**src/rtl/ifsc_pkg.sv**
```systemverilog
`timescale 1ns / 1ps
// Shared constants, types and CRC functions for the frame sync and CRC-32 check.
package ifsc_pkg;

   // Frame geometry
   localparam int MAX_FRAME_BYTES_DEF = 64;
   localparam int MIN_FRAME_BYTES     = 6;
   localparam int LEN_W               = 7;
   localparam int TAIL_BYTES          = 4;

   // CRC-32 (MPEG-2 form): non-reflected, all-ones seed, no final xor
   localparam logic [31:0] CRC_POLY = 32'h04C1_1DB7;
   localparam logic [31:0] CRC_INIT = 32'hFFFF_FFFF;

   // Register file port
   localparam int CSR_ADDR_W = 4;
   localparam int CSR_DATA_W = 32;

   typedef enum logic [1:0] {
      REG_FRAME_ID       = 2'd0,
      REG_FRAME_LENGTH   = 2'd1,
      REG_PAD_ZERO_BYTES = 2'd2
   } reg_idx_type;

   typedef struct packed {
      logic [7:0]       sync_ident;
      logic [LEN_W-1:0] frame_length;
      logic [1:0]       pad_zero_bytes;
   } cfg_type;

   // One byte through the CRC shift register, MSB first
   function automatic logic [31:0] crc_byte(input logic [31:0] crc, input logic [7:0] b);
      logic [31:0] c;
      c = crc ^ {b, 24'h0};
      for (int i = 0; i < 8; i++) begin
         c = c[31] ? ({c[30:0], 1'b0} ^ CRC_POLY) : {c[30:0], 1'b0};
      end
      return c;
   endfunction

   // Append zero to three zero bytes
   function automatic logic [31:0] crc_pad(input logic [31:0] crc, input logic [1:0] n);
      logic [31:0] z1;
      logic [31:0] z2;
      logic [31:0] z3;
      logic [31:0] r;
      z1 = crc_byte(crc, 8'h00);
      z2 = crc_byte(z1, 8'h00);
      z3 = crc_byte(z2, 8'h00);
      unique case (n)
         2'd0:    r = crc;
         2'd1:    r = z1;
         2'd2:    r = z2;
         default: r = z3;
      endcase
      return r;
   endfunction

endpackage

```
**src/rtl/ifsc_if.sv**
```systemverilog
`timescale 1ns / 1ps
// Byte input channel and verdict output channel interfaces.
interface ifsc_req_if;
   logic       valid;
   logic       ready;
   logic [7:0] rx_byte;

   modport source (output valid, output rx_byte, input ready);
   modport sink   (input valid, input rx_byte, output ready);
endinterface

interface ifsc_rsp_if;
   logic        valid;
   logic        ready;
   logic        crc_ok;
   logic [31:0] computed_crc;
   logic [31:0] received_crc;

   modport source (output valid, output crc_ok, output computed_crc, output received_crc,
                   input ready);
   modport sink   (input valid, input crc_ok, input computed_crc, input received_crc,
                   output ready);
endinterface

```
**src/rtl/ifsc_csr.sv**
```systemverilog
`timescale 1ns / 1ps
// APB-style configuration registers: frame identifier, frame length, zero padding.
module ifsc_csr import ifsc_pkg::*; (
   input  logic                  clock,
   input  logic                  reset,
   input  logic                  psel,
   input  logic                  penable,
   input  logic                  pwrite,
   input  logic [CSR_ADDR_W-1:0] paddr,
   input  logic [CSR_DATA_W-1:0] pwdata,
   output logic [CSR_DATA_W-1:0] prdata,
   output logic                  pready,
   output cfg_type               cfg
);

   logic [7:0]       sync_ident_ff;
   logic [7:0]       sync_ident_in;
   logic [LEN_W-1:0] frame_length_ff;
   logic [LEN_W-1:0] frame_length_in;
   logic [1:0]       pad_zero_bytes_ff;
   logic [1:0]       pad_zero_bytes_in;
   logic             wr_en;
   reg_idx_type      reg_idx;

   assign pready  = 1'b1;
   assign wr_en   = psel & penable & pwrite;
   assign reg_idx = reg_idx_type'(paddr[3:2]);

   // Decode the write transaction
   always_comb begin
      sync_ident_in     = sync_ident_ff;
      frame_length_in   = frame_length_ff;
      pad_zero_bytes_in = pad_zero_bytes_ff;
      if (wr_en) begin
         unique case (reg_idx)
            REG_FRAME_ID:       sync_ident_in     = pwdata[7:0];
            REG_FRAME_LENGTH:   frame_length_in   = pwdata[LEN_W-1:0];
            REG_PAD_ZERO_BYTES: pad_zero_bytes_in = pwdata[1:0];
            default: ;
         endcase
      end
   end

   always_ff @(posedge clock) begin
      if (reset) begin
         sync_ident_ff     <= 8'd147;
         frame_length_ff   <= LEN_W'(38);
         pad_zero_bytes_ff <= 2'd2;
      end else begin
         sync_ident_ff     <= sync_ident_in;
         frame_length_ff   <= frame_length_in;
         pad_zero_bytes_ff <= pad_zero_bytes_in;
      end
   end

   // Read back
   always_comb begin
      unique case (reg_idx)
         REG_FRAME_ID:       prdata = CSR_DATA_W'(sync_ident_ff);
         REG_FRAME_LENGTH:   prdata = CSR_DATA_W'(frame_length_ff);
         REG_PAD_ZERO_BYTES: prdata = CSR_DATA_W'(pad_zero_bytes_ff);
         default:            prdata = '0;
      endcase
   end

   assign cfg.sync_ident     = sync_ident_ff;
   assign cfg.frame_length   = frame_length_ff;
   assign cfg.pad_zero_bytes = pad_zero_bytes_ff;

endmodule

```
**src/rtl/ifsc_sync.sv**
```systemverilog
`timescale 1ns / 1ps
// Input register, frame sync state, byte-wide CRC update and verdict register.
module ifsc_sync import ifsc_pkg::*; #(
   parameter int MAX_FRAME_BYTES = MAX_FRAME_BYTES_DEF
) (
   input  logic        clock,
   input  logic        reset,
   input  cfg_type     cfg,
   ifsc_req_if.sink    req,
   ifsc_rsp_if.source  rsp
);

   // Longest frame reachable through the length register
   localparam int LEN_FIELD_MAX = (2 ** LEN_W) - 1;
   localparam int LEN_MAX = (MAX_FRAME_BYTES < LEN_FIELD_MAX) ? MAX_FRAME_BYTES : LEN_FIELD_MAX;
   localparam int CNT_W   = $clog2(LEN_MAX + 1);
   localparam int CMP_W   = CNT_W + 1;
   localparam logic [LEN_W-1:0] LEN_LO = LEN_W'(MIN_FRAME_BYTES);
   localparam logic [LEN_W-1:0] LEN_HI = LEN_W'(LEN_MAX);

   // Input register
   logic             in_vld_ff;
   logic             in_vld_in;
   logic [7:0]       in_byte_ff;
   logic [7:0]       in_byte_in;

   // Sync state
   logic             locked_ff;
   logic             locked_in;
   logic [CNT_W-1:0] cnt_ff;
   logic [CNT_W-1:0] cnt_in;
   logic [31:0]      crc_ff;
   logic [31:0]      crc_in;
   logic [31:0]      tail_ff;
   logic [31:0]      tail_in;

   // Result register
   logic             out_vld_ff;
   logic             out_vld_in;
   logic             out_ok_ff;
   logic             out_ok_in;
   logic [31:0]      out_crc_ff;
   logic [31:0]      out_crc_in;
   logic [31:0]      out_rx_ff;
   logic [31:0]      out_rx_in;

   // Datapath
   logic             fire;
   logic             start;
   logic             drop;
   logic             is_body;
   logic             is_last;
   logic             emit;
   logic [LEN_W-1:0] len_clamp;
   logic [CMP_W-1:0] len_eff;
   logic [CNT_W-1:0] pos;
   logic [CMP_W-1:0] pos_x;
   logic [31:0]      crc_cur;
   logic [31:0]      tail_cur;
   logic [31:0]      crc_nx;
   logic [31:0]      tail_nx;
   logic [31:0]      crc_fin;

   // Advance the held byte when the result register is free or being drained
   assign fire      = in_vld_ff & (~out_vld_ff | rsp.ready);
   assign req.ready = ~in_vld_ff | fire;

   always_comb begin
      in_vld_in  = in_vld_ff;
      in_byte_in = in_byte_ff;
      if (req.ready) begin
         in_vld_in  = req.valid;
         in_byte_in = req.rx_byte;
      end
   end

   // Clamp the configured length
   always_comb begin
      priority if (cfg.frame_length < LEN_LO) begin
         len_clamp = LEN_LO;
      end else if (cfg.frame_length > LEN_HI) begin
         len_clamp = LEN_HI;
      end else begin
         len_clamp = cfg.frame_length;
      end
   end

   assign len_eff = {1'b0, len_clamp[CNT_W-1:0]};

   // Frame position and CRC / tail update for the held byte
   assign start    = ~locked_ff | (cnt_ff == '0);
   assign drop     = start & (in_byte_ff != cfg.sync_ident);
   assign pos      = start ? '0 : cnt_ff;
   assign pos_x    = {1'b0, pos};
   assign crc_cur  = start ? CRC_INIT : crc_ff;
   assign tail_cur = start ? '0 : tail_ff;
   assign is_body  = (pos_x + CMP_W'(TAIL_BYTES)) < len_eff;
   assign is_last  = (pos_x + CMP_W'(1)) >= len_eff;
   assign crc_nx   = is_body ? crc_byte(crc_cur, in_byte_ff) : crc_cur;
   assign tail_nx  = is_body ? tail_cur : {tail_cur[23:0], in_byte_ff};
   assign crc_fin  = crc_pad(crc_nx, cfg.pad_zero_bytes);
   assign emit     = ~drop & is_last;

   // Next sync state
   always_comb begin
      locked_in = locked_ff;
      cnt_in    = cnt_ff;
      crc_in    = crc_ff;
      tail_in   = tail_ff;
      if (fire) begin
         priority if (drop) begin
            locked_in = 1'b0;
            cnt_in    = '0;
            crc_in    = CRC_INIT;
         end else if (is_last) begin
            locked_in = 1'b1;
            cnt_in    = '0;
            crc_in    = CRC_INIT;
            tail_in   = tail_nx;
         end else begin
            locked_in = 1'b1;
            cnt_in    = pos + CNT_W'(1);
            crc_in    = crc_nx;
            tail_in   = tail_nx;
         end
      end
   end

   // Load the verdict, hold it until taken
   always_comb begin
      out_vld_in = out_vld_ff & ~rsp.ready;
      out_ok_in  = out_ok_ff;
      out_crc_in = out_crc_ff;
      out_rx_in  = out_rx_ff;
      if (fire & emit) begin
         out_vld_in = 1'b1;
         out_ok_in  = (crc_fin == tail_nx);
         out_crc_in = crc_fin;
         out_rx_in  = tail_nx;
      end
   end

   always_ff @(posedge clock) begin
      if (reset) begin
         in_vld_ff  <= 1'b0;
         locked_ff  <= 1'b0;
         cnt_ff     <= '0;
         crc_ff     <= CRC_INIT;
         out_vld_ff <= 1'b0;
      end else begin
         in_vld_ff  <= in_vld_in;
         locked_ff  <= locked_in;
         cnt_ff     <= cnt_in;
         crc_ff     <= crc_in;
         out_vld_ff <= out_vld_in;
      end
   end

   always_ff @(posedge clock) begin
      in_byte_ff <= in_byte_in;
      tail_ff    <= tail_in;
      out_ok_ff  <= out_ok_in;
      out_crc_ff <= out_crc_in;
      out_rx_ff  <= out_rx_in;
   end

   assign rsp.valid        = out_vld_ff;
   assign rsp.crc_ok       = out_ok_ff;
   assign rsp.computed_crc = out_crc_ff;
   assign rsp.received_crc = out_rx_ff;

`ifndef SYNTHESIS
   // Out of sync means no frame in progress
   a_hunt_idle: assert property (@(posedge clock) disable iff (reset)
      !locked_ff |-> (cnt_ff == '0))
      else $error("byte count nonzero while hunting");

   // Frame position stays inside the longest frame
   a_cnt_range: assert property (@(posedge clock) disable iff (reset)
      cnt_ff < CNT_W'(LEN_MAX))
      else $error("byte count beyond longest frame");

   // CRC is seeded at every frame boundary
   a_crc_seed: assert property (@(posedge clock) disable iff (reset)
      (cnt_ff == '0) |-> (crc_ff == CRC_INIT))
      else $error("CRC not seeded at frame start");

   // A verdict leaves the block locked at a frame boundary with the result loaded
   a_verdict: assert property (@(posedge clock) disable iff (reset)
      (fire && emit) |=> (locked_ff && (cnt_ff == '0) && out_vld_ff))
      else $error("verdict without frame boundary");

   // A dropped byte leaves the block hunting
   a_drop: assert property (@(posedge clock) disable iff (reset)
      (fire && drop) |=> !locked_ff)
      else $error("missing identifier did not drop sync");
`endif

endmodule

```
**src/rtl/imu_frame_sync_crc32_check.sv**
```systemverilog
`timescale 1ns / 1ps
// Top level of the frame synchronizer with CRC-32 check.
// Flow: an accepted byte is held in the input register and processed from there; a frame's
//   verdict is loaded into the result register when its last byte is processed.
// Throughput: one byte per cycle while the result channel does not stall, byte-wide CRC update.
// Reset: synchronous; clears sync, empties both registers and loads register defaults.
module imu_frame_sync_crc32_check import ifsc_pkg::*; #(
   parameter int MAX_FRAME_BYTES = MAX_FRAME_BYTES_DEF
) (
   input  logic                  clock,
   input  logic                  reset,
   ifsc_req_if.sink              req_chan,
   ifsc_rsp_if.source            rsp_chan,
   input  logic                  csr_psel,
   input  logic                  csr_penable,
   input  logic                  csr_pwrite,
   input  logic [CSR_ADDR_W-1:0] csr_paddr,
   input  logic [CSR_DATA_W-1:0] csr_pwdata,
   output logic [CSR_DATA_W-1:0] csr_prdata,
   output logic                  csr_pready
);

   cfg_type cfg;

   // Configuration registers
   ifsc_csr u_csr (
      .clock   (clock),
      .reset   (reset),
      .psel    (csr_psel),
      .penable (csr_penable),
      .pwrite  (csr_pwrite),
      .paddr   (csr_paddr),
      .pwdata  (csr_pwdata),
      .prdata  (csr_prdata),
      .pready  (csr_pready),
      .cfg     (cfg)
   );

   // Sync and check datapath
   ifsc_sync #(
      .MAX_FRAME_BYTES (MAX_FRAME_BYTES)
   ) u_sync (
      .clock (clock),
      .reset (reset),
      .cfg   (cfg),
      .req   (req_chan),
      .rsp   (rsp_chan)
   );

endmodule
```
**src/flat_wrapper.sv**
```systemverilog
// flat-port wrapper written by rule: the top's interface ports become plain ports
module imu_frame_sync_crc32_check_flat import ifsc_pkg::*;
#(
   parameter int MAX_FRAME_BYTES = MAX_FRAME_BYTES_DEF
)
  (clock, reset, csr_psel, csr_penable, csr_pwrite, csr_paddr, csr_pwdata, csr_prdata, csr_pready, req_chan_valid, req_chan_rx_byte, req_chan_ready, rsp_chan_valid, rsp_chan_crc_ok, rsp_chan_computed_crc, rsp_chan_received_crc, rsp_chan_ready);
  ifsc_req_if req_chan_i ();
  ifsc_rsp_if rsp_chan_i ();
  input  logic clock;
  input  logic reset;
  input  logic csr_psel;
  input  logic csr_penable;
  input  logic csr_pwrite;
  input  logic [CSR_ADDR_W-1:0] csr_paddr;
  input  logic [CSR_DATA_W-1:0] csr_pwdata;
  output logic [CSR_DATA_W-1:0] csr_prdata;
  output logic csr_pready;
  input wire logic [$bits(req_chan_i.valid)-1:0] req_chan_valid;
  input wire logic [$bits(req_chan_i.rx_byte)-1:0] req_chan_rx_byte;
  output wire logic [$bits(req_chan_i.ready)-1:0] req_chan_ready;
  output wire logic [$bits(rsp_chan_i.valid)-1:0] rsp_chan_valid;
  output wire logic [$bits(rsp_chan_i.crc_ok)-1:0] rsp_chan_crc_ok;
  output wire logic [$bits(rsp_chan_i.computed_crc)-1:0] rsp_chan_computed_crc;
  output wire logic [$bits(rsp_chan_i.received_crc)-1:0] rsp_chan_received_crc;
  input wire logic [$bits(rsp_chan_i.ready)-1:0] rsp_chan_ready;
  assign req_chan_i.valid = req_chan_valid;
  assign req_chan_i.rx_byte = req_chan_rx_byte;
  assign req_chan_ready = req_chan_i.ready;
  assign rsp_chan_valid = rsp_chan_i.valid;
  assign rsp_chan_crc_ok = rsp_chan_i.crc_ok;
  assign rsp_chan_computed_crc = rsp_chan_i.computed_crc;
  assign rsp_chan_received_crc = rsp_chan_i.received_crc;
  assign rsp_chan_i.ready = rsp_chan_ready;
  imu_frame_sync_crc32_check #(.MAX_FRAME_BYTES(MAX_FRAME_BYTES)) u_core (.clock(clock), .reset(reset), .req_chan(req_chan_i), .rsp_chan(rsp_chan_i), .csr_psel(csr_psel), .csr_penable(csr_penable), .csr_pwrite(csr_pwrite), .csr_paddr(csr_paddr), .csr_pwdata(csr_pwdata), .csr_prdata(csr_prdata), .csr_pready(csr_pready));
endmodule
```
**config.mk**
```make
export PLATFORM = sky130hd
export DESIGN_NAME = imu_frame_sync_crc32_check_flat
export DESIGN_NICKNAME = d
export VERILOG_FILES = /design/src/rtl/ifsc_pkg.sv /design/src/rtl/ifsc_if.sv /design/src/rtl/ifsc_csr.sv /design/src/rtl/ifsc_sync.sv /design/src/rtl/imu_frame_sync_crc32_check.sv /design/src/flat_wrapper.sv
export SDC_FILE = /design/constraint.sdc
export NUM_CORES = 1
export LEC_CHECK = 0
export ABC_AREA = 0
export BUFFER_PORTS_ARGS = -buffer_cell sky130_fd_sc_hd__buf_4
export CORE_MARGIN = 5
export CORE_UTILIZATION = 45
export CTS_BUF_LIST = sky130_fd_sc_hd__clkbuf_2
export CTS_CLUSTER_SIZE = 16
export DETAILED_ROUTE_END_ITERATION = 7
export PLACE_DENSITY = 0.71
export SKIP_LAST_GASP = 1
export SYNTH_ARGS = -nofsm -noshare
export SYNTH_HDL_FRONTEND = slang
export SYNTH_SLANG_ARGS = --single-unit
```
**constraint.sdc**
```tcl
create_clock -name clock -period 10 [get_ports clock]
set_clock_uncertainty 0.2 [all_clocks]
set_input_delay 1 -clock clock [delete_from_list [all_inputs] [get_ports clock]]
set_output_delay 1 -clock clock [all_outputs]
set_load 0.1 [all_outputs]
```
==> results.md, run 1 <==
- CP cell instances: inv_1 > nor2_1 > ha_1 > a211o_1 > o221a_2 > nor2_4 > buf_4 > nand2_1 > a21boi_1 > xnor3_1 > xnor2_1 > xnor3_2 > xor2_2 > xnor3_1 > a222oi_1 > a31oi_1 > nor4_1 > nand4_1 > or4_1 > nor4_2
- CTS HTree Levels: 4
- RSZ-0062 raised after global routing: no
- CP top delay family: XOR/XNOR gates
- Core area: 30430 sq um
- Synth top cells by count: 185 x xnor2_1, 142 x nand2_1, 115 x nor2_1
- FF-to-FF End: u_core.u_sync.rsp.crc_ok
- Clock Sinks: 164
- Clock Pin Slew Worst Setup and Hold Paths: 0.27 ns
- Remaining DRCs: 0
- Final period utilization: 0.8300
- Mux cell area share after synthesis: 0.04396
- Port Buffers: 99
- Mapped Area: 13780 sq um
- Final setup viols: 0
- Endpoint, Worst Hold: u_core.u_sync.in_byte_ff[1]
- Final worst path period need: 8.300 ns
- Synth Area in Simple Gates: 0.1370
- Pwr dens: 369.6 nW/um^2
- Grt total ovfl: 0
- Starting Density: 0.4528
- IO Count: 151
- Clk pwr share: 0.071
- Post-route cell area: 15080 sq um
- CP most frequent cell: xnor3_1
- Die area: 34210 sq um
- Fmax: 120.5 MHz
- Clk_lat worst skew: 0.80 ns
- Crit-path max cell delay: 0.94 ns
- Layout cells sized above 1: 0.1587
- Status: finished, final reports clean
- Setup TNS: 0 ns
- Placed Area: 14830 sq um
- Part of the power in registers: 0.143
- RD Place Congestion: 1.005
- Post-DP HPWL: 35.28 mm
- Wire per inst: 24.58 microns
- Slew @ Worst Pin: 1.211 ns
- Root Buffer: clkbuf_2
- Largest family of logic cells by synthesized area: XOR/XNOR gates
- Post-synth ARST share: 0
- Rel. slew slack: 0.1902
- Worst path required time: 10.45 ns
- Pwr Total: 5.575 mW
- Combinational Power Share: 0.786
- Distinct cells, synth: 93
- Routed vias: 11360
- Area Overhead vs Synth: 9.491%
- Avg Inst Size Synth: 9.648 sq um
- Final antenna-violating net count: 0
- Post-synthesis compound-gate area fraction: 0.1489
- R2R depth: 20
- Power Internal: 2.687 mW
- Crit Path Class: reg -> reg
- Post-Synth XOR/XNOR Area: 0.2913
- Slowest-stage cell, CP: xnor3_1
- Routed vias/inst: 5.986
- Placed Cells incl. Taps: 1864
- Worst path arrival time: 8.75 ns
- RR Startpoint: u_core.u_sync.locked_ff
- Worst path buffer plus inverter count: 2
- Predominant post-synthesis flop cell: edfxtp_1
- Final Hold Viols: 0
- Vias in the first global route: 10810
- Final std cells w/o fill: 1897
- Switching part of the total power: 0.5180
- Post-synth top area cell: edfxtp_1
- Post-CTS Resized: 0
- Final #Nets: 1554
- Hold Startpoint: req_chan_rx_byte[1]
- Slew Limit Fails: 0
- Synth Area in Adders: 0.01526
- Yosys warns: 0
- Max IR drop VDD: 295.9 uV
- Pre-antenna DRT Iters: 6
- Die width: 185.0 microns
- Total CTS buffers: 17
- NetSw: 2.888 mW
- Iter 0 DRT Violations: 1342
- Cell row count: 64
- Initial antenna violation count: 1
- Clock Path Buffers: 2
- Crit path depth: 20
- Synth area leaders: edfxtp_1 23%, xnor2_1 12%, dfxtp_1 8.6%
- Die Height: 185.0 microns
- Pin count of the biggest net entering global routing: 67
- Post-Route WL: 46.63 mm
- Area share of the largest cell type after synthesis: 0.2289
- Number of synthesized flops with an enable pin: 105
- Reg2reg setup slack: 1.70 ns
- Crit Path Max Fanout: 25
- Crit end category: flop
- Max Cap Violations: 0
- Synth Register Bits: 164
- Seq/Total Area, Yosys: 0.3146
- Total GRT Usage: 0.2696
- Worst hold slack: 0.1623 ns
- Leak: 5.861 nW
- Most numerous cell in the Yosys netlist: xnor2_1
- CTS tree: done
- Hold Crit Class: in -> reg
- Hold Crit Depth: 1
- CTS Hold Bufs: 0
- Critical Path Start Type: flop
- Syn Inst Count: 1428
- Postcts setup bufs: 0
- First-pass GRT wire length: 68.78 mm
==> worst max-delay path by stage <==
stage	from	slack, ns	to
6_report	u_core.u_sync.locked_ff	1.70	u_core.u_sync.rsp.crc_ok
3_5_place_dp	u_core.u_sync.locked_ff	1.88	u_core.u_sync.rsp.crc_ok
2_1_floorplan	u_core.u_sync.cnt_ff[2]	1.00	u_core.u_sync.rsp.computed_crc[0]
3_3_place_gp	u_core.u_sync.locked_ff	1.95	u_core.u_sync.rsp.crc_ok
4_1_cts	u_core.u_sync.locked_ff	1.83	u_core.u_sync.rsp.crc_ok
5_1_grt	u_core.u_sync.locked_ff	1.20	u_core.u_sync.rsp.crc_ok
==> sequential cells by signal, indices dropped and copies added, names as in the netlist <==
signal	count
u_core.u_csr.frame_length_ff	7
u_core.u_csr.pad_zero_bytes_ff	2
u_core.u_csr.sync_ident_ff	8
u_core.u_sync.cnt_ff	7
u_core.u_sync.crc_ff	32
u_core.u_sync.in_byte_ff	8
u_core.u_sync.in_vld_ff	1
u_core.u_sync.locked_ff	1
u_core.u_sync.rsp.computed_crc	32
u_core.u_sync.rsp.crc_ok	1
u_core.u_sync.rsp.received_crc	32
u_core.u_sync.rsp.valid	1
u_core.u_sync.tail_ff	32
==> layout make-up <==
type                            instances  area [sq um]
Inverter                               26         97.59
Timing Repair Buffer                  133         998.5
Clock inverter                         14         163.9
Clock buffer                           18         90.09
Fill cell                            2905         15340
Antenna cell                            1         2.502
Sequential cell                       164          4335
Tap cell                              396         495.5
Multi-Input combinational cell       1145          8901
==> cells in the final DEF, fill, tap and decap left out, drive strengths merged, types with 18 or more instances in the layout <==
cell	n
o21ai	43
a211oi	18
conb	25
edfxtp	105
nand2	142
nor2	116
inv	34
o22ai	33
xor2	90
nand2b	36
nand3	22
a21oi	89
xnor2	202
clkbuf	18
mux2i	47
dfxtp	59
xnor3	45
buf	133
nor3	19
==> power groups by stage <==
stage | sequential [mW] | combinational, mW | clock (mW)
floorplan | 0.800 | 3.09 | 0
global route | 0.797 | 4.55 | 0.432
detailed placement | 0.810 | 4.20 | 0
global placement | 0.810 | 4.23 | 0
finish | 0.796 | 4.38 | 0.394
CTS | 0.796 | 4.23 | 0.404
==> layer usage <==
layer  vias up  routed length, microns  global-route usage
met5         -                       0                   0
met4         0                    1591             0.09571
met3       101                    5004             0.06284
met2       657                   20940              0.4129
met1      5487                   19100              0.3755
li1       5111                       -                   -
==> through the flow <==
| step | setup slack [ns] | utilization |
|---|---|---|
| after floorplan | 1.001 | - |
| after global placement | 1.953 | 0.4873 |
| after detailed placement | 1.883 | 0.4873 |
| after CTS | 1.832 | 0.4956 |
| after global routing | 1.203 | 0.4957 |
| final | 1.700 | 0.4957 |
==> cell families (layout without fill, tap and decap cells) <==
kind of cell    Yosys count  count (layout)
fa+ha+maj                17              17
buf+inv                 142             191
flops                   164             164
compound gates          298             298
xor+xnor                345             345
simple gates            403             403
other cells               2              26
mux                      57              57
==> worst register-to-register path, stage by stage (launching register included) <==
cell and delay (ns):
dfxtp_1 0.78, inv_1 0.51, nor2_1 0.23, ha_1 0.26, a211o_1 0.28, o221a_2 0.33, nor2_4 0.62, buf_4 0.38
nand2_1 0.10, a21boi_1 0.21, xnor3_1 0.94, xnor2_1 0.25, xnor3_2 0.64, xor2_2 0.28, xnor3_1 0.54, a222oi_1 0.31
a31oi_1 0.13, nor4_1 0.34, nand4_1 0.12, or4_1 0.46, nor4_2 0.27
Note: power is estimated with default switching activity, not from simulation.
==> inputs of run 2 (changes only) <==
Settings changed: ABC_AREA 0 to 1, PLACE_DENSITY 0.71 to 0.73.
Clock period 10 ns to 7.11 ns, I/O delays scaled along.
==> run 2 against run 1 <==
Net effect:
- cell count up 52%
- routed wire length up 21%
- die area up 7.0%
- largest power group unchanged
- highest routed layer unchanged
==> results.md, run 2 <==
- Post-DP HPWL: 43.68 mm (was 35.28 mm)
- Root Buffer: clkbuf_2 (unchanged)
- Critical path endpoint: u_core.u_sync.rsp.crc_ok (unchanged)
- CTS tree: done (unchanged)
- Setup TNS: 0 ns (unchanged)
- Area share of the largest cell type after synthesis: 0.2566 (was 0.2289)
- Max Cap Violations: 0 (unchanged)
- Hold Crit Class: in -> reg (unchanged)
- Remaining DRCs: 0 (unchanged)
- Crit Path Class: reg -> reg (unchanged)
- Die area: 36590 sq um (was 34210 sq um)
- Synth Area in Simple Gates: 0.4978 (was 0.1370)
- Most frequent cells in the layout: 1009 x nand2_1, 330 x nand3_1, 207 x inv_1 (was 185 x xnor2_1, 141 x nand2_1, 133 x buf_4)
- Final antenna-violating net count: 0 (unchanged)
- Die Height: 191.3 microns (was 185.0 microns)
- Crit Path Max Fanout: 50 (was 25)
- Mapped Area: 14790 sq um (was 13780 sq um)
- Final #Nets: 2486 (was 1554)
- Pwr Total: 3.851 mW (was 5.575 mW)
- Clk_lat worst skew: 0.85 ns (was 0.80 ns)
- Number of synthesized flops with an enable pin: 105 (unchanged)
- Clock Sinks: 164 (unchanged)
- RR Startpoint: u_core.u_sync.cnt_ff[5] (was u_core.u_sync.locked_ff)
- Synth top cells by count: 1011 x nand2_1, 330 x nand3_1, 208 x inv_1 (was 185 x xnor2_1, 142 x nand2_1, 115 x nor2_1)
- Leak: 8.488 nW (was 5.861 nW)
- Grt total ovfl: 0 (unchanged)
- R2R depth: 37 (was 20)
- CP most frequent cell: nand2_1 (was xnor3_1)
- Synth Area in Adders: 0.01354 (was 0.01526)
- Max IR drop VDD: 111.5 uV (was 295.9 uV)
- Final worst path period need: 6.619 ns (was 8.300 ns)
- Final period utilization: 0.9310 (was 0.8300)
- Die width: 191.3 microns (was 185.0 microns)
- Fin util: 0.4975 (was 0.4957)
- IO Count: 151 (unchanged)
- Pin count of the biggest net entering global routing: 66 (was 67)
- Worst path required time: 7.64 ns (was 10.45 ns)
- FF-to-FF End: u_core.u_sync.rsp.crc_ok (unchanged)
- Largest family of logic cells by synthesized area: simple AND/OR/NAND/NOR gates (was XOR/XNOR gates)
- Post-Route WL: 56.49 mm (was 46.63 mm)
- Clock Pin Slew Worst Setup and Hold Paths: 0.27 ns (about the same)
- Critical path origin: u_core.u_sync.cnt_ff[5] (was u_core.u_sync.locked_ff)
- Crit-path max cell delay: 0.49 ns (was 0.94 ns)
- Post-Synth XOR/XNOR Area: 0.01768 (was 0.2913)
- Seq/Total Area, Yosys: 0.2930 (was 0.3146)
- Total CTS buffers: 17 (unchanged)
- Final Hold Viols: 0 (unchanged)
- Total GRT Usage: 0.3016 (was 0.2696)
- Mux cell area share after synthesis: 0 (was 0.04396)
- Final setup viols: 0 (unchanged)
- Distinct cells, synth: 54 (was 93)
- First-pass GRT wire length: 84.32 mm (was 68.78 mm)
- Fmax: 151.1 MHz (was 120.5 MHz)
- Critical Path Start Type: flop (unchanged)
- Layout cells sized above 1: 0.1468 (was 0.1587)
- Worst path arrival time: 7.15 ns (was 8.75 ns)
- Pwr dens: 238.5 nW/um^2 (was 369.6 nW/um^2)
- Most numerous cell in the Yosys netlist: nand2_1 (was xnor2_1)
- Starting Density: 0.4557 (was 0.4528)
- Core area: 32450 sq um (was 30430 sq um)
- Slowest-stage cell, CP: dfxtp_1 (was xnor3_1)
- Yosys warns: 0 (unchanged)
- Avg Inst Size Synth: 6.326 sq um (was 9.648 sq um)
- Predominant post-synthesis flop cell: edfxtp_1 (unchanged)
- Status: finished, final reports clean (unchanged)
- Dpl ws: 0.5018 ns (was 1.883 ns)
- Port Buffers: 99 (unchanged)
- Reg2reg setup slack: 0.49 ns (was 1.70 ns)
- Synth Register Bits: 164 (unchanged)
- Slew @ Worst Pin: 1.249 ns (was 1.211 ns)
- Vias in the first global route: 14600 (was 10810)
- Pre-antenna DRT Iters: 6 (unchanged)
- CTS HTree Levels: 4 (unchanged)
- Post-synth top area cell: nand2_1 (was edfxtp_1)
- Iter 0 DRT Violations: 2151 (was 1342)
- Wire per inst: 19.64 microns (was 24.58 microns)
- Post-synthesis compound-gate area fraction: 0.07377 (was 0.1489)
- Rel. slew slack: 0.1666 (was 0.1902)
- Commonest non-fill, non-tap cell in the layout: nand2_1 (was xnor2_1)
- Synth area leaders: nand2_1 26%, edfxtp_1 21%, nand3_1 11% (was edfxtp_1 23%, xnor2_1 12%, dfxtp_1 8.6%)
- Final WS setup: 0.4909 ns (was 1.700 ns)
- Slew Limit Fails: 0 (unchanged)
- Post-synth ARST share: 0 (unchanged)
- Routed vias/inst: 5.614 (was 5.986)
- Syn Inst Count: 2338 (was 1428)
- Area Overhead vs Synth: 9.170% (was 9.491%)
- Clock Path Buffers: 2 (unchanged)
- Cell row count: 66 (was 64)
- Crit end category: flop (unchanged)
- Routed vias: 16150 (was 11360)
- Initial antenna violation count: 2 (was 1)
- RSZ-0062 raised after global routing: no (unchanged)
- RD Place Congestion: 1.027 (was 1.005)
[run 2: cell families (layout without fill, tap and decap cells)]
| family | Yosys count | after routing |
|---|---|---|
| other | 2 | 28 |
| adders and majority gates | 16 | 16 |
| DFF | 164 | 164 |
| xor gates and xnor gates | 29 | 29 |
| and+or+nand+nor | 1607 | 1608 |
| buffers and inverters | 334 | 404 |
| AOI/OAI and AO/OA | 186 | 186 |
[run 2: timing repair]
action	in CTS	in global routing
gates resized for setup	0	10
hold buffers	20	0
endpoints found under the hold margin	35	0
buffers inserted	0	2
setup endpoints to repair	0	1
[run 2: final cells by class]
type	instances	area [sq um]
sequential	164	4334
multi-input combinational	1864	9046
tap	442	553.0
clock buffer	18	90.09
fill	3360	16310
timing repair buffer	132	1054
antenna	3	7.507
inverter	240	913.4
clock inverter	14	148.9
[run 2: worst min-delay path by stage]
stage	start	endpoint	slack (ns)	cells after the start
2_1_floorplan	u_core.u_sync.crc_ff[15]	u_core.u_sync.crc_ff[15]	0.25	2
3_3_place_gp	u_core.u_sync.crc_ff[18]	u_core.u_sync.crc_ff[18]	0.26	2
3_5_place_dp	u_core.u_sync.crc_ff[20]	u_core.u_sync.crc_ff[20]	0.27	2
4_1_cts	csr_paddr[3]	u_core.u_csr.pad_zero_bytes_ff[0]	0.04	4
5_1_grt	csr_paddr[3]	u_core.u_csr.pad_zero_bytes_ff[0]	0.08	4
6_report	csr_paddr[3]	u_core.u_csr.pad_zero_bytes_ff[0]	0.13	4
[run 2: per-layer routing]
metal  share of wire  routed length, microns  global-route usage
met4           0.034                    1925              0.1006
met3           0.091                    5164             0.04748
met5               0                       0                   0
met2            0.45                   25550              0.4821
met1            0.42                   23850              0.4177
[run 2: per-stage QoR]
stage | hold slack [ns] | cells | cell area, sq um
6_report | 0.1296 | 2877 | 16150
3_3_place_gp | 0.2633 | 2819 | 15640
3_5_place_dp | 0.2724 | 2819 | 15640
5_1_grt | 0.08246 | 2877 | 16150
2_1_floorplan | 0.2521 | 2361 | 14880
4_1_cts | 0.03746 | 2871 | 16080
[run 2: where the power goes]
group / switching (mW) / internal [mW] / leakage (nW)
sequential: 0.00688 / 1.04 / 1.55
clock: 0.380 / 0.169 / 0.152
combinational: 1.67 / 0.586 / 6.79
[run 2: worst max-delay path: cells and delay by family, from the launching register on]
kind / cells / cell delay (ns)
DFF: 1 / 0.49
xor gates and xnor gates: 1 / 0.23
and+or+nand+nor: 27 / 4.19
buffers and inverters: 5 / 0.61
AOI/OAI and AO/OA: 2 / 0.34
adders and majority gates: 2 / 0.44
==> inputs of run 3 (changes only) <==
Settings changed: CORE_ASPECT_RATIO from default to 1.1, CTS_CLUSTER_SIZE 16 to 24, GPL_TIMING_DRIVEN from default to 0.
==> run 3 against run 2 <==
Net effect:
- global-route usage increased by 4.2 points
- worst hold slack got worse by 0.092 ns
- combinational power increased by 5%
- cell area increased by 3.8%
- critical endpoint unchanged
- largest cell class unchanged
- largest power group unchanged
- highest routed layer is now met5
==> results.md, run 3 (synthesis gave the netlist of run 2 again) <==
- Status: finished, final reports clean (unchanged)
- Layout cells sized above 1: 0.1675 (was 0.1468)
- Critical Path Start Type: flop (unchanged)
- Slowest-stage cell, CP: dfxtp_4 (was dfxtp_1)
- Max Cap Violations: 0 (unchanged)
- Fill count: 3296 (was 3360)
- Reg2reg setup slack: 0.29 ns (was 0.49 ns)
- Crit Path Class: reg -> reg (unchanged)
- Pin count of the biggest net entering global routing: 51 (was 66)
- Rel. slew slack: 0.3486 (was 0.1666)
- Vias in the first global route: 15380 (was 14600)
- Post-DP HPWL: 53.55 mm (was 43.68 mm)
- RD Place Congestion: 1.023 (was 1.027)
- Placed Area: 16200 sq um (was 15640 sq um)
- Max IR drop VDD: 116.0 uV (was 111.5 uV)
- CP most frequent cell: nand2_1 (unchanged)
- Leak: 8.850 nW (was 8.488 nW)
- Most frequent cells in the layout: 1010 x nand2_1, 330 x nand3_1, 206 x inv_1 (was 1009 x nand2_1, 330 x nand3_1, 207 x inv_1)
- Pwr Total: 4.060 mW (was 3.851 mW)
- Final std cells w/o fill: 2942 (was 2877)
- Slew @ Worst Pin: 0.9734 ns (was 1.249 ns)
- First-pass GRT wire length: 95.49 mm (was 84.32 mm)
- Hold Crit Class: in -> reg (unchanged)
- CTS tree: done (unchanged)
- Final antenna-violating net count: 0 (unchanged)
- Placed Cells incl. Taps: 2888 (was 2819)
- IO Count: 151 (unchanged)
- FF-to-FF End: u_core.u_sync.rsp.crc_ok (unchanged)
- Fin util: 0.5177 (was 0.4975)
- Crit Path Max Fanout: 10 (was 50)
- Initial antenna violation count: 3 (was 2)
- Cell row count: 69 (was 66)
- Core area: 32370 sq um (was 32450 sq um)
- Final worst path period need: 6.815 ns (was 6.619 ns)
- Setup TNS: 0 ns (unchanged)
- Total CTS buffers: 17 (unchanged)
- Clk_lat worst skew: 0.84 ns (was 0.85 ns)
- Routed vias/inst: 5.618 (was 5.614)
- Remaining DRCs: 0 (unchanged)
- Port Buffers: 99 (unchanged)
- Pwr dens: 242.2 nW/um^2 (was 238.5 nW/um^2)
- Worst path required time: 7.63 ns (was 7.64 ns)
- Final WS setup: 0.2949 ns (was 0.4909 ns)
- Critical path origin: u_core.u_sync.locked_ff (was u_core.u_sync.cnt_ff[5])
- Critical path endpoint: u_core.u_sync.rsp.crc_ok (unchanged)
- Post-Route WL: 65.19 mm (was 56.49 mm)
- Crit-path max cell delay: 0.46 ns (was 0.49 ns)
- Dpl ws: -1.169 ns (was 0.5018 ns)
- Fmax: 146.7 MHz (was 151.1 MHz)
- Slew Limit Fails: 0 (unchanged)
- Routed vias: 16530 (was 16150)
- Clock Path Buffers: 2 (unchanged)
- Die Height: 200.1 microns (was 191.3 microns)
- Worst path arrival time: 7.33 ns (was 7.15 ns)
- Final Hold Viols: 0 (unchanged)
- CTS HTree Levels: 4 (unchanged)
- Area Overhead vs Synth: 13.32% (was 9.170%)
- R2R depth: 40 (was 37)
- Starting Density: 0.4569 (was 0.4557)
- Wire per inst: 22.16 microns (was 19.64 microns)
- Crit end category: flop (unchanged)
- Pre-antenna DRT Iters: 7 (was 6)
- Iter 0 DRT Violations: 1599 (was 2151)
- Clock Pin Slew Worst Setup and Hold Paths: 0.30 ns (was 0.27 ns)
- Final #Nets: 2568 (was 2486)
- RR Startpoint: u_core.u_sync.locked_ff (was u_core.u_sync.cnt_ff[5])
- Root Buffer: clkbuf_2 (unchanged)
- Final period utilization: 0.9585 (was 0.9310)
- Die width: 182.9 microns (was 191.3 microns)
- Die area: 36600 sq um (was 36590 sq um)
- Total GRT Usage: 0.3432 (was 0.3016)
- Post-route cell area: 16760 sq um (was 16150 sq um)
- Worst hold slack: 0.03738 ns (was 0.1296 ns)
- Final setup viols: 0 (unchanged)
- Grt total ovfl: 0 (unchanged)
- Commonest non-fill, non-tap cell in the layout: nand2_1 (unchanged)
- Clock Sinks: 164 (unchanged)
==> run 3: metal layers <==
layer | track usage | vias up | wire length [microns]
li1 | - | 7867 | -
met1 | 0.3967 | 7606 | 24400
met2 | 0.6014 | 839 | 31850
met3 | 0.04481 | 214 | 4176
met4 | 0.2054 | 2 | 4745
met5 | 0 | - | 16
==> run 3: critical path, delay by kind of cell, from the launching register on <==
| kind | cells | cell delay [ns] |
|---|---|---|
| adders and majority gates | 2 | 0.47 |
| AOI/OAI and AO/OA | 3 | 0.63 |
| buffers and inverters | 10 | 1.35 |
| DFF | 1 | 0.46 |
| and+or+nand+nor | 24 | 3.45 |
| xor gates and xnor gates | 1 | 0.13 |
==> run 3: how the worst min path moves through the flow <==
stage / slack [ns] / endpoint / start / depth (start not counted)
after detailed placement: 0.27 / u_core.u_sync.crc_ff[24] / u_core.u_sync.crc_ff[24] / 2
after CTS: 0.03 / u_core.u_csr.pad_zero_bytes_ff[0] / csr_paddr[2] / 3
after floorplan: 0.25 / u_core.u_sync.crc_ff[15] / u_core.u_sync.crc_ff[15] / 2
after global placement: 0.27 / u_core.u_sync.crc_ff[16] / u_core.u_sync.crc_ff[16] / 2
after global routing: 0.05 / u_core.u_csr.pad_zero_bytes_ff[0] / csr_paddr[2] / 3
final: 0.04 / u_core.u_csr.pad_zero_bytes_ff[0] / csr_paddr[2] / 3
==> run 3: final cells by class <==
| type | instances | area [sq um] | area share |
|---|---|---|---|
| clock buffers | 17 | 85.08 | 0.005076 |
| multi-input cells | 1863 | 9045 | 0.5396 |
| diodes | 2 | 5.005 | 0.0002986 |
| clock inverters | 15 | 205.2 | 0.01224 |
| plain buffers | 94 | 650.6 | 0.03882 |
| well taps | 426 | 533.0 | 0.03180 |
| flip-flops and latches | 164 | 4343 | 0.2591 |
| inverters | 240 | 908.4 | 0.05420 |
| repair buffers | 121 | 985.9 | 0.05882 |
==> run 3: report_power, final <==
| group | switching (mW) | internal [mW] | total, mW |
|---|---|---|---|
| combinational | 1.73 | 0.628 | 2.36 |
| clock | 0.424 | 0.227 | 0.651 |
| sequential | 0.00687 | 1.04 | 1.05 |
| total | 2.16 | 1.90 | 4.06 |
==> run 3: repair_timing <==
item                                    CTS  global route
gates resized for setup                  13            15
hold endpoints to repair                 27             0
setup buffers                             1             1
pin swaps                                 1             2
endpoints found under the setup margin   35             1
hold buffers                             18             0
